File: src/hdl/log_record_header_parser_core_macros.svh
// assertion helpers for the log record header parser
`ifndef LOG_RECORD_HEADER_PARSER_CORE_MACROS_SVH
`define LOG_RECORD_HEADER_PARSER_CORE_MACROS_SVH

// same-cycle implication, disabled during reset
`define LRHP_ASSERT_NOW(label, pre, post, msg) \
  label: assert property (@(posedge clk) disable iff (rst) (pre) |-> (post)) \
    else $error(msg);

// next-cycle implication, disabled during reset
`define LRHP_ASSERT_NEXT(label, pre, post, msg) \
  label: assert property (@(posedge clk) disable iff (rst) (pre) |=> (post)) \
    else $error(msg);

`endif

File: src/hdl/lrhp_pkg.sv
`default_nettype none

package lrhp_pkg;

  typedef enum logic [1:0] {
    ST_OK     = 2'd0,
    ST_SHORT  = 2'd1,
    ST_UNSUP  = 2'd2
  } lrhp_status_t;

  typedef enum logic {
    CFG_BIG_ENDIAN = 1'b0,
    CFG_DOUBLED_ID = 1'b1
  } lrhp_cfg_index_t;

  localparam logic [1:0] KIND_NONE_UNSUP = 2'd0;
  localparam logic [1:0] KIND_SHORT      = 2'd2;
  localparam logic [1:0] KIND_LONG       = 2'd3;

  localparam logic [15:0] MIN_BYTES = 16'd4;
  localparam logic [15:0] COUNT_MAX = 16'hffff;

  typedef struct packed {
    logic [2:0] stamp_start;
    logic [2:0] stamp_len;
  } lrhp_layout_t;

  typedef struct packed {
    lrhp_status_t status;
    logic [13:0]  record_id;
    logic [5:0]   stamp_bits;
    logic [31:0]  stamp_value;
    logic [14:0]  payload_length;
    logic [3:0]   payload_offset;
    logic [15:0]  record_length;
  } lrhp_result_t;

  function automatic lrhp_layout_t layout(input logic [1:0] kind, input logic dbl);
    lrhp_layout_t l;
    unique case (kind)
      KIND_SHORT: begin
        l.stamp_start = dbl ? 3'd4 : 3'd2;
        l.stamp_len   = 3'd2;
      end
      KIND_LONG: begin
        l.stamp_start = 3'd2;
        l.stamp_len   = 3'd4;
      end
      default: begin
        l.stamp_start = 3'd2;
        l.stamp_len   = 3'd0;
      end
    endcase
    return l;
  endfunction

  // byte k of a two-byte word
  function automatic logic [15:0] place2(input logic k, input logic [7:0] b,
                                         input logic be);
    logic hi;
    hi = be ? !k : k;
    return hi ? {b, 8'h00} : {8'h00, b};
  endfunction

  // byte k of a four-byte word
  function automatic logic [31:0] place4(input logic [1:0] k, input logic [7:0] b,
                                         input logic be);
    logic [1:0] lane;
    lane = be ? (2'd3 - k) : k;
    return {24'h000000, b} << {lane, 3'b000};
  endfunction

endpackage

`default_nettype wire

File: src/hdl/log_record_header_parser_core.sv
// log record header parser
// input stream: one buffer byte per transfer on s_tdata, s_tlast marks the
// final byte of the buffer. each byte updates the byte count and the header,
// stamp and count registers; one byte is taken per clock while s_tready is high.
// output stream: at most one result per buffer, produced by the byte that
// completes the record, by the fourth byte when the stamp kind is
// unsupported, or by the last byte when the buffer is too short. the result
// is registered into the output queue that drives m_tvalid.
// later bytes of the buffer up to s_tlast are dropped.
// results go through a two-entry output queue, so input is still taken while
// one result waits; s_tready is low while both entries are full, which only
// happens after the receiver has held m_tready low.
// cfg_wr_en/cfg_index/cfg_data write the byte order and doubled id options;
// they act on the next byte taken.
// rst (synchronous) clears the options, the parse state and the queue.
`default_nettype none

`include "log_record_header_parser_core_macros.svh"

module log_record_header_parser_core
  import lrhp_pkg::*;
(
  input  wire logic        clk,
  input  wire logic        rst,
  input  wire logic        cfg_wr_en,
  input  wire logic        cfg_index,
  input  wire logic        cfg_data,
  input  wire logic        s_tvalid,
  output logic             s_tready,
  input  wire logic [7:0]  s_tdata,   // data_byte
  input  wire logic        s_tlast,   // last_byte
  output logic             m_tvalid,
  input  wire logic        m_tready,
  // record_id, stamp_bits, stamp_value, payload_length, payload_offset,
  // record_length, zero pad
  output logic [87:0]      m_tdata,
  output logic [1:0]       m_tuser    // status
);

  logic big_endian_order;
  logic doubled_short_id;

  logic [15:0] bytes_seen;
  logic [15:0] header_word;
  logic [31:0] stamp_store;
  logic [15:0] count_word;
  logic        record_reported;

  logic [15:0] bytes_seen_next;
  logic [15:0] header_word_next;
  logic [31:0] stamp_store_next;
  logic [15:0] count_word_next;
  logic        record_reported_next;

  lrhp_result_t res;
  logic         res_valid;

  lrhp_result_t q_data [2];
  logic [1:0]   count;

  logic accept;
  logic push;
  logic pop;
  logic wr_slot;

  assign accept = s_tvalid && s_tready;
  assign pop    = m_tvalid && m_tready;
  assign push   = accept && res_valid;

  assign s_tready = (count != 2'd2);
  assign m_tvalid = (count != 2'd0);
  assign m_tuser  = q_data[0].status;
  assign m_tdata  = {1'b0,
                     q_data[0].record_length,
                     q_data[0].payload_offset,
                     q_data[0].payload_length,
                     q_data[0].stamp_value,
                     q_data[0].stamp_bits,
                     q_data[0].record_id};

  // per-byte parse
  always_comb begin
    lrhp_layout_t lo_cur;
    lrhp_layout_t lo_new;
    logic [15:0]  pos;
    logic [15:0]  ss;
    logic [15:0]  se;
    logic [15:0]  cs;
    logic [1:0]   k;
    logic [3:0]   pstart;
    logic [14:0]  plen;
    logic [15:0]  rec_len;
    logic         got_status;

    pos    = bytes_seen;
    lo_cur = layout(header_word[15:14], doubled_short_id);
    ss     = {13'd0, lo_cur.stamp_start};
    se     = ss + {13'd0, lo_cur.stamp_len};
    cs     = se;
    k      = pos[1:0] - lo_cur.stamp_start[1:0];

    header_word_next     = header_word;
    stamp_store_next     = stamp_store;
    count_word_next      = count_word;
    bytes_seen_next      = bytes_seen;
    record_reported_next = record_reported;
    res                  = '0;
    res_valid            = 1'b0;
    got_status           = 1'b0;
    lo_new               = '0;
    pstart               = '0;
    plen                 = '0;
    rec_len              = '0;

    if (record_reported) begin
      if (s_tlast) begin
        header_word_next     = '0;
        stamp_store_next     = '0;
        count_word_next      = '0;
        bytes_seen_next      = '0;
        record_reported_next = 1'b0;
      end
    end else begin
      if (pos < 16'd2) begin
        header_word_next = header_word | place2(pos[0], s_tdata, big_endian_order);
      end else if (header_word[15:14] != KIND_NONE_UNSUP) begin
        if (pos >= ss && pos < se) begin
          if (lo_cur.stamp_len == 3'd4) begin
            stamp_store_next = stamp_store | place4(k, s_tdata, big_endian_order);
          end else begin
            stamp_store_next = stamp_store |
                               {16'h0000, place2(k[0], s_tdata, big_endian_order)};
          end
        end else if (pos >= cs && pos < cs + 16'd2) begin
          count_word_next = count_word |
                            place2(pos[0] ^ cs[0], s_tdata, big_endian_order);
        end
      end

      bytes_seen_next = (pos != COUNT_MAX) ? pos + 16'd1 : pos;

      lo_new  = layout(header_word_next[15:14], doubled_short_id);
      pstart  = {1'b0, lo_new.stamp_start} + {1'b0, lo_new.stamp_len} + 4'd2;
      plen    = count_word_next[15] ? count_word_next[14:0]
                                    : {7'd0, count_word_next[15:8]};
      rec_len = {12'd0, pstart} + {1'b0, plen};

      if (bytes_seen_next >= MIN_BYTES) begin
        if (header_word_next[15:14] == KIND_NONE_UNSUP) begin
          got_status = 1'b1;
          res.status = ST_UNSUP;
        end else if (bytes_seen_next >= {12'd0, pstart} && bytes_seen_next >= rec_len) begin
          got_status         = 1'b1;
          res.status         = ST_OK;
          res.record_id      = header_word_next[13:0];
          res.stamp_bits     = {lo_new.stamp_len, 3'b000};
          res.stamp_value    = (lo_new.stamp_len != 3'd0) ? stamp_store_next : 32'd0;
          res.payload_length = plen;
          res.payload_offset = (plen == 15'd0) ? 4'd0 : pstart;
          res.record_length  = rec_len;
        end
      end

      if (!got_status && s_tlast) begin
        got_status = 1'b1;
        res        = '0;
        res.status = ST_SHORT;
      end

      res_valid = got_status;

      if (s_tlast) begin
        header_word_next     = '0;
        stamp_store_next     = '0;
        count_word_next      = '0;
        bytes_seen_next      = '0;
        record_reported_next = 1'b0;
      end else if (got_status) begin
        record_reported_next = 1'b1;
      end
    end
  end

  always_ff @(posedge clk) begin
    if (rst) begin
      big_endian_order <= 1'b0;
      doubled_short_id <= 1'b0;
      bytes_seen       <= '0;
      header_word      <= '0;
      stamp_store      <= '0;
      count_word       <= '0;
      record_reported  <= 1'b0;
    end else begin
      if (cfg_wr_en) begin
        unique case (lrhp_cfg_index_t'(cfg_index))
          CFG_BIG_ENDIAN: big_endian_order <= cfg_data;
          CFG_DOUBLED_ID: doubled_short_id <= cfg_data;
        endcase
      end
      if (accept) begin
        bytes_seen      <= bytes_seen_next;
        header_word     <= header_word_next;
        stamp_store     <= stamp_store_next;
        count_word      <= count_word_next;
        record_reported <= record_reported_next;
      end
    end
  end

  // output queue, slot for a new entry after any pop of the head
  assign wr_slot = pop ? count[1] : count[0];

  always_ff @(posedge clk) begin
    if (rst) begin
      count <= '0;
    end else begin
      count <= count + {1'b0, push} - {1'b0, pop};
    end
  end

  always_ff @(posedge clk) begin
    if (push && !wr_slot) begin
      q_data[0] <= res;
    end else if (pop) begin
      q_data[0] <= q_data[1];
    end
    if (push && wr_slot) begin
      q_data[1] <= res;
    end
  end

  `LRHP_ASSERT_NOW(a_reported_needs_header, record_reported, bytes_seen >= MIN_BYTES, "result flagged before four bytes")
  `LRHP_ASSERT_NEXT(a_last_clears, accept && s_tlast, bytes_seen == 16'd0 && !record_reported, "state not cleared after last byte")
  `LRHP_ASSERT_NOW(a_ok_has_length, m_tvalid && m_tuser == ST_OK, m_tdata[86:71] >= MIN_BYTES, "ok result with short record length")

endmodule

`default_nettype wire

File: config.mk
export PLATFORM = sky130hd
export DESIGN_NAME = log_record_header_parser_core
export DESIGN_NICKNAME = d
export VERILOG_FILES = /design/src/hdl/lrhp_pkg.sv /design/src/hdl/log_record_header_parser_core.sv
export VERILOG_INCLUDE_DIRS = /design/src /design/src/hdl
export SDC_FILE = /design/constraint.sdc
export NUM_CORES = 1
export LEC_CHECK = 0
export BUFFER_PORTS_ARGS = -buffer_cell sky130_fd_sc_hd__buf_4
export CAP_MARGIN = 20
export CORE_ASPECT_RATIO = 0.6
export CORE_MARGIN = 3
export CORE_UTILIZATION = 45
export CTS_CLUSTER_SIZE = 25
export DETAILED_ROUTE_END_ITERATION = 10
export HOLD_SLACK_MARGIN = 0.08
export PLACE_DENSITY = 0.71
export SLEW_MARGIN = 25
export SYNTH_ARGS = -nofsm -noshare
export SYNTH_HDL_FRONTEND = slang
export SYNTH_SLANG_ARGS = --single-unit
File: constraint.sdc
create_clock -name clk -period 13.6 [get_ports clk]
set_input_delay 2.04 -clock clk [delete_from_list [all_inputs] [get_ports clk]]
set_output_delay 2.04 -clock clk [all_outputs]
set_load 0.01 [all_outputs]
==> results of run 1 <==
## logic make-up after synthesis
family          Yosys count  share of synthesized area, %
xor+xnor                 23                          1.61
other cells               1                        0.0300
simple gates            352                          13.5
flops                   251                          53.4
buf+inv                 176                          8.55
fa+ha+maj                39                          4.08
compound gates          226                          11.0
mux                      88                          7.85
## cells in the final DEF (no fill, tap or decap), drive strengths merged, types with 4 or more instances in the layout
| cell | instances |
|---|---|
| a211oi | 4 |
| a21o | 7 |
| a21oi | 119 |
| a22oi | 15 |
| a31oi | 25 |
| and2 | 27 |
| and3 | 10 |
| buf | 115 |
| clkbuf | 25 |
| clkinv | 10 |
| conb | 6 |
| dfxtp | 85 |
| edfxtp | 166 |
| ha | 36 |
| inv | 30 |
| mux2 | 81 |
| mux2i | 7 |
| nand2 | 43 |
| nand2b | 6 |
| nand3 | 15 |
| nand4 | 8 |
| nor2 | 183 |
| nor2b | 5 |
| nor3 | 20 |
| nor3b | 5 |
| nor4 | 11 |
| o211ai | 4 |
| o21a | 9 |
| o21ai | 16 |
| o31ai | 5 |
| xnor2 | 15 |
| xor2 | 8 |
## layout make-up
type,count,area (sq um),area share [%]
clock buffer,25,583,4.28
inverter,25,93.8,0.689
timing repair buffer,115,863,6.34
multi-input combinational,734,4830,35.5
sequential,251,6690,49.1
tap,360,450,3.31
clock inverter,17,108,0.791
## through the flow
step,utilization [%],setup WS [ns],hold slack [ns],total power (uW)
after global routing,50.6,3.81,0.485,2090
after global placement,48.1,5.02,0.447,1410
final,50.6,4.53,0.464,2000
after CTS,50.6,4.58,0.467,2020
after detailed placement,48.1,4.64,0.454,1410
after floorplan,-,1.19,0.431,1330
## worst max-delay path, delay by kind of cell (launching register included)
family	cells	cell delay, ns
simple gates	8	1.74
buf+inv	3	0.98
compound gates	11	2.88
mux	1	0.26
fa+ha+maj	7	2.28
flops	1	0.45
## sequential cells by signal, summed over array words and instances, names as in the netlist
signal,flops
record_reported,1
count_word,16
q_data,166
count,2
stamp_store,32
doubled_short_id,1
bytes_seen,16
big_endian_order,1
header_word,16
## final timing paths
| kind | startpoint | to | cells after the start |
|---|---|---|---|
| setup / recovery | header_word[15] | q_data[0][87] | 30 |
| hold / removal | header_word[0] | header_word[0] | 2 |
| setup reg to reg | header_word[15] | q_data[0][87] | 30 |
| hold reg to reg | header_word[0] | header_word[0] | 2 |
## per-layer routing
layer | wire length, um | share of wire (%) | vias to the layer above
met5 | 0 | 0 | -
met2 | 11300 | 36 | 405
met4 | 420 | 1.3 | 0
li1 | - | - | 4048
met3 | 3420 | 11 | 33
met1 | 16000 | 51 | 4191
## power by group through the flow
stage          combinational [uW]  clock, uW  sequential (uW)
5_1_grt                       453        650              987
4_1_cts                       421        623              978
3_3_place_gp                  414          0              993
3_5_place_dp                  417          0              993
2_1_floorplan                 332          0             1000
6_report                      416        610              977
==> metrics.md, run 1 <==
| Metric | Value |
|---|---|
| Outcome | complete, no violations |
| Yosys cell types | 71 |
| Final min period | 9.07 ns |
| CP Max Fanout | 56 |
| Routed Antenna Nets | 0 |
| IO Pins | 108 |
| Post-CTS setup buffers | 0 |
| Wire length of the first global-routing pass | 48.8 mm |
| Max VDD drop | 0.108 mV |
| Total global routing overflow | 0 |
| Initial core utilization | 46.6% |
| DIE WIDTH | 221 um |
| Sw Pwr | 575 uW |
| Placer congestion estimate | 0.932 |
| Layout net count | 1205 |
| Detailed Place HPWL | 22.2 mm |
| Layout cells sized above 1 | 19.5% |
| GR Util met2 | 25.1% |
| Slowest stage delay, CP | 0.85 ns |
| Worst Setup Path Type | flop to flop |
| Routed wire length per instance | 20.4 um |
| Asr flop ratio synth | 0% |
| Mapped Cells | 1156 |
| Yosys top cell area share | 39.8% |
| Number of global-route vias before repair | 8058 |
| Area leader, netlist | edfxtp_1 |
| # diodes | 0 |
| Max Root-Sink Buffers | 3 |
| Max-Slew Margin vs Limit | 34.0% |
| Mapped Area | 12500 sq um |
| Final wirelength | 31.1 mm |
| Placed inst area | 12900 sq um |
| Via density | 5.68 |
| Count leader, synth | nor2_1 |
| R2R Setup Slk | 4.53 ns |
| #FFs+latches synth | 251 |
| Synth top area cells | edfxtp_1 40%, dfxtp_1 14%, buf_4 5.7%, nor2_1 5.5%, mux2_2 4.9% |
| Post-Layout Cell Count | 1527 |
| Clk sinks | 251 |
| Avg Inst Size Synth | 10.8 sq um |
| Top cell by count, worst path | ha_1 |
| Pwr/cell area | 147 nW/um^2 |
| Count of final max-slew check failures | 0 |
| CTS buffer count | 23 |
| Die Ht | 135 um |
| Worst EP required | 13.76 ns |
| EDFF count, synth | 166 |
| Fin area | 13600 sq um |
| Fmax | 110 MHz |
| Logic gate share of total power | 20.8% |
| Sequential fraction of the synthesis area | 53.4% |
| Setup skew after layout | 0.0131 ns |
| Row cnt | 46 |
| Drt first-iter violations | 1119 |
| Clock slew at reported path FFs | 0.07 ns |
| Leakage | 0.00503 uW |
| Global route hottest layer | met1 |
| Final Hold Fails | 0 |
| Tightest Pin Transition | 0.982 ns |
| Area growth from synthesis to layout | 8.77% |
| Fill cells | 2389 |
| Switch share | 28.7% |
| TritonCTS clock tree | done |
| Placeable Area | 26900 sq um |
| I/O Buffers | 101 |
| Crit end category | flop |
| Flop pwr share | 48.8% |
| Top_reg_cell synth | edfxtp_1 |
| DRC | 0 |
| Final period utilization | 66.7% |
| Int Power | 1430 uW |
| Met3 Use GR | 6.47% |
| H-Tree Depth | 1 |
| Crit start category | flop |
| Initial antenna violation count | 0 |
| Final setup vio count | 0 |
| Die area | 29900 sq um |
| Post-cts sizing count | 0 |
| Max-cap violations | 0 |
| Total Routing Usage GR | 20.7% |
| Root buf cell | clkbuf_16 |
| Type of the worst min-delay path | flop to flop |
| Vias | 8677 |
| Met1 Use GR | 34.8% |
| Hold_buf cts | 0 |
| Unrepaired setup endpoints after global routing | false |
| Synth Warn # | 0 |
| Clock power frac | 30.5% |
| Largest net degree at the start of global routing | 64 |
| Slowest cell on crit path | o21ai_4 |
| Drt first pass iters | 6 |
| Dpl cells | 1485 |
| Post-synth top cells | 183 x nor2_1, 166 x edfxtp_1, 119 x a21oi_1 |
| CP arrival | 9.23 ns |
| Clock Latency Late Sink | 0.53 ns |
| Sum Neg Setup Slack | 0 ns |
Note: power is estimated with default switching activity, not from simulation.
==> run 2: changes to the inputs <==
==> constraint.sdc (replaced) <==
create_clock -name clk -period 8.6 [get_ports clk]
set_input_delay 1.29 -clock clk [delete_from_list [all_inputs] [get_ports clk]]
set_output_delay 1.29 -clock clk [all_outputs]
set_load 0.01 [all_outputs]
==> metrics.md, run 2 (synthesized netlist as in run 1, its figures left out) <==
| Metric | Value |
|---|---|
| Outcome | complete, no violations |
| Root buf cell | clkbuf_16 |
| Detailed Place HPWL | 21.7 mm (-2.3%) |
| Top sig layer | met4 |
| Slowest stage delay, CP | 0.50 ns (-0.35 ns) |
| Total global routing overflow | 0 (unchanged) |
| # diodes | 0 (unchanged) |
| H-Tree Depth | 1 (unchanged) |
| Routed length on met3 | 3.16 mm (-7.9%) |
| Fin area | 13700 sq um (+0.89%) |
| Worst EP required | 8.86 ns (-4.90 ns) |
| Layout net count | 1212 (+0.58%) |
| Most frequent cells in the layout | 181 x nor2_1, 166 x edfxtp_1, 118 x a21oi_1, 117 x buf_4, 85 x dfxtp_1 |
| Type of the worst min-delay path | flop to flop |
| Count of final max-slew check failures | 0 (unchanged) |
| Setup ws final | 0.498 ns (-4.03 ns) |
| Fmax | 123 MHz (+12%) |
| Core Util, Final | 51.1% (+0.45 points) |
| Die area | 29900 sq um (unchanged) |
| Worst hold slack | 0.466 ns (+0.00205 ns) |
| Top reg by flops | q_data |
| Area growth from synthesis to layout | 9.74% |
| Dpl cells | 1491 (+0.40%) |
| Placer congestion estimate | 0.924 (-0.87%) |
| Max-Slew Margin vs Limit | 38.4% (+4.4 points) |
| Hold path endpoint | stamp_store[9] |
| Leakage | 0.00508 uW (+1.0%) |
| IO Pins | 108 (unchanged) |
| Max-cap violations | 0 (unchanged) |
| Multi-input logic area | 4820 sq um (about the same) |
| R2R Setup Slk | 0.50 ns (-4.03 ns) |
| Worst Setup Path Type | flop to flop |
| Post-CTS setup buffers | 0 (unchanged) |
| Met2 wire length | 11.5 mm (+2.4%) |
| DIE WIDTH | 221 um (unchanged) |
| Top cell by count, worst path | ha_1 |
| Reg-to-Reg End | q_data[0][71] |
| Max VDD drop | 0.138 mV (+28%) |
| Number of global-route vias before repair | 7969 (-1.1%) |
| I/O Buffers | 101 (unchanged) |
| Drt first pass iters | 5 (-1) |
| Initial antenna violation count | 0 (unchanged) |
| Commonest non-fill, non-tap cell in the layout | nor2_1 |
| Biggest registers after layout | q_data: 166 flops, stamp_store: 32 flops |
| Max Root-Sink Buffers | 3 (unchanged) |
| Final period utilization | 94.2% (+28 points) |
| Placed inst area | 13000 sq um (+0.72%) |
| Clock Latency Late Sink | 0.53 ns (about the same) |
| Routed Antenna Nets | 0 (unchanged) |
| CTS buffer count | 24 (+4.3%) |
| Via density | 5.73 (+0.92%) |
| Slowest cell on crit path | fa_1 |
| Clk sinks | 251 (unchanged) |
| Clock slew at reported path FFs | 0.07 ns (about the same) |
| Routed wire length per instance | 20.1 um (-1.2%) |
| Critical R2R Launch | header_word[15] |
| Final Hold Fails | 0 (unchanged) |
| DP Worst Slack | 0.648 ns (-3.99 ns) |
| Sequential cell area | 6690 sq um (unchanged) |
| Post-Layout Cell Count | 1534 (+0.46%) |
| Total Routing Usage GR | 20.3% (-0.41 points) |
| Hold_sp | stamp_store[9] |
| Final wirelength | 30.9 mm (-0.75%) |
| CP arrival | 8.36 ns (-0.87 ns) |
| Largest net degree at the start of global routing | 56 (-13%) |
| R2r worst-path depth | 30 (unchanged) |
| Layout cells sized above 1 | 19.3% (-0.12 points) |
| Row cnt | 46 (unchanged) |
| Hold depth | 2 (unchanged) |
| DRC | 0 (unchanged) |
| Crit start category | flop |
| Wire length of the first global-routing pass | 47.9 mm (-1.7%) |
| Hold_buf cts | 0 (unchanged) |
| Unrepaired setup endpoints after global routing | false |
| Pwr/cell area | 234 nW/um^2 (+59%) |
| CP Max Fanout | 45 (-20%) |
| Final setup vio count | 0 (unchanged) |
| WL met1 | 15.9 mm (-0.88%) |
| Fill cells | 2390 (+0.042%) |
| Initial core utilization | 46.6% (unchanged) |
| Vias | 8797 (+1.4%) |
| Die Ht | 135 um (unchanged) |
| Crit end category | flop |
| Setup skew after layout | 0.0111 ns (-0.00206 ns) |
| Placeable Area | 26900 sq um (unchanged) |
| Drt first-iter violations | 1088 (-2.8%) |
| TritonCTS clock tree | done |
| Largest register FFs | 166 (unchanged) |
| Tightest Pin Transition | 0.918 ns (-0.0635 ns) |
| Final min period | 8.10 ns (-0.966 ns) |
-- run 2: changes by cell type in the layout (fill, tap and decap cells not counted), sizes merged --
cell and delta:
clkinvlp -2, clkinv -3, buf +6, inv -5, clkbuf +11
-- run 2: per-layer routing --
layer  GRT usage (%)  vias to the layer above
li1                -                     4075
met1            34.1                     4259
met2            25.5                      436
met3            5.37                       27
met4            2.89                        0
met5               0                        -
-- run 2: metrics by stage --
stage               setup TNS [ns]  power, uW
floorplan                    -1.81       2080
global placement                 0       2240
detailed placement               0       2240
CTS                              0       3240
global route                     0       3350
finish                           0       3210
-- run 2: worst max-delay path by stage --
stage / depth (start not counted) / endpoint / startpoint / slack (ns)
6_report: 30 / q_data[0][71] / header_word[15] / 0.50
5_1_grt: 30 / q_data[0][71] / header_word[15] / 0.09
4_1_cts: 33 / count[1] / header_word[15] / 0.58
3_5_place_dp: 33 / count[1] / header_word[15] / 0.65
3_3_place_gp: 33 / count[1] / header_word[15] / 0.93
2_1_floorplan: 30 / q_data[0][10] / header_word[15] / -0.02
-- run 2: final cells by class --
type / count / area share [%]
clock inverter: 7 / 0.383
tap: 360 / 3.28
inverter: 25 / 0.683
sequential: 251 / 48.7
clock buffer: 36 / 4.86
timing repair buffer: 121 / 6.98
multi-input combinational: 734 / 35.1
-- run 2: power breakdown --
part / total, uW / internal, uW / switching [uW]
sequential: 1540 / 1490 / 55.8
clock: 994 / 541 / 453
combinational: 673 / 286 / 386
total: 3210 / 2310 / 895
-- run 2: worst max-delay path, delay by kind of cell (launching register included) --
kind            cells  cell delay, ns
flops               1            0.44
simple gates        7            1.50
fa+ha+maj           6            1.93
compound gates     12            2.91
buf+inv             3            0.41
mux                 1            0.40
xor+xnor            1            0.19
-- run 2: repair_timing --
action / CTS / global route
endpoints found under the hold margin: 0 / 0
endpoints found under the setup margin: 0 / 1
resized for setup: 0 / 1
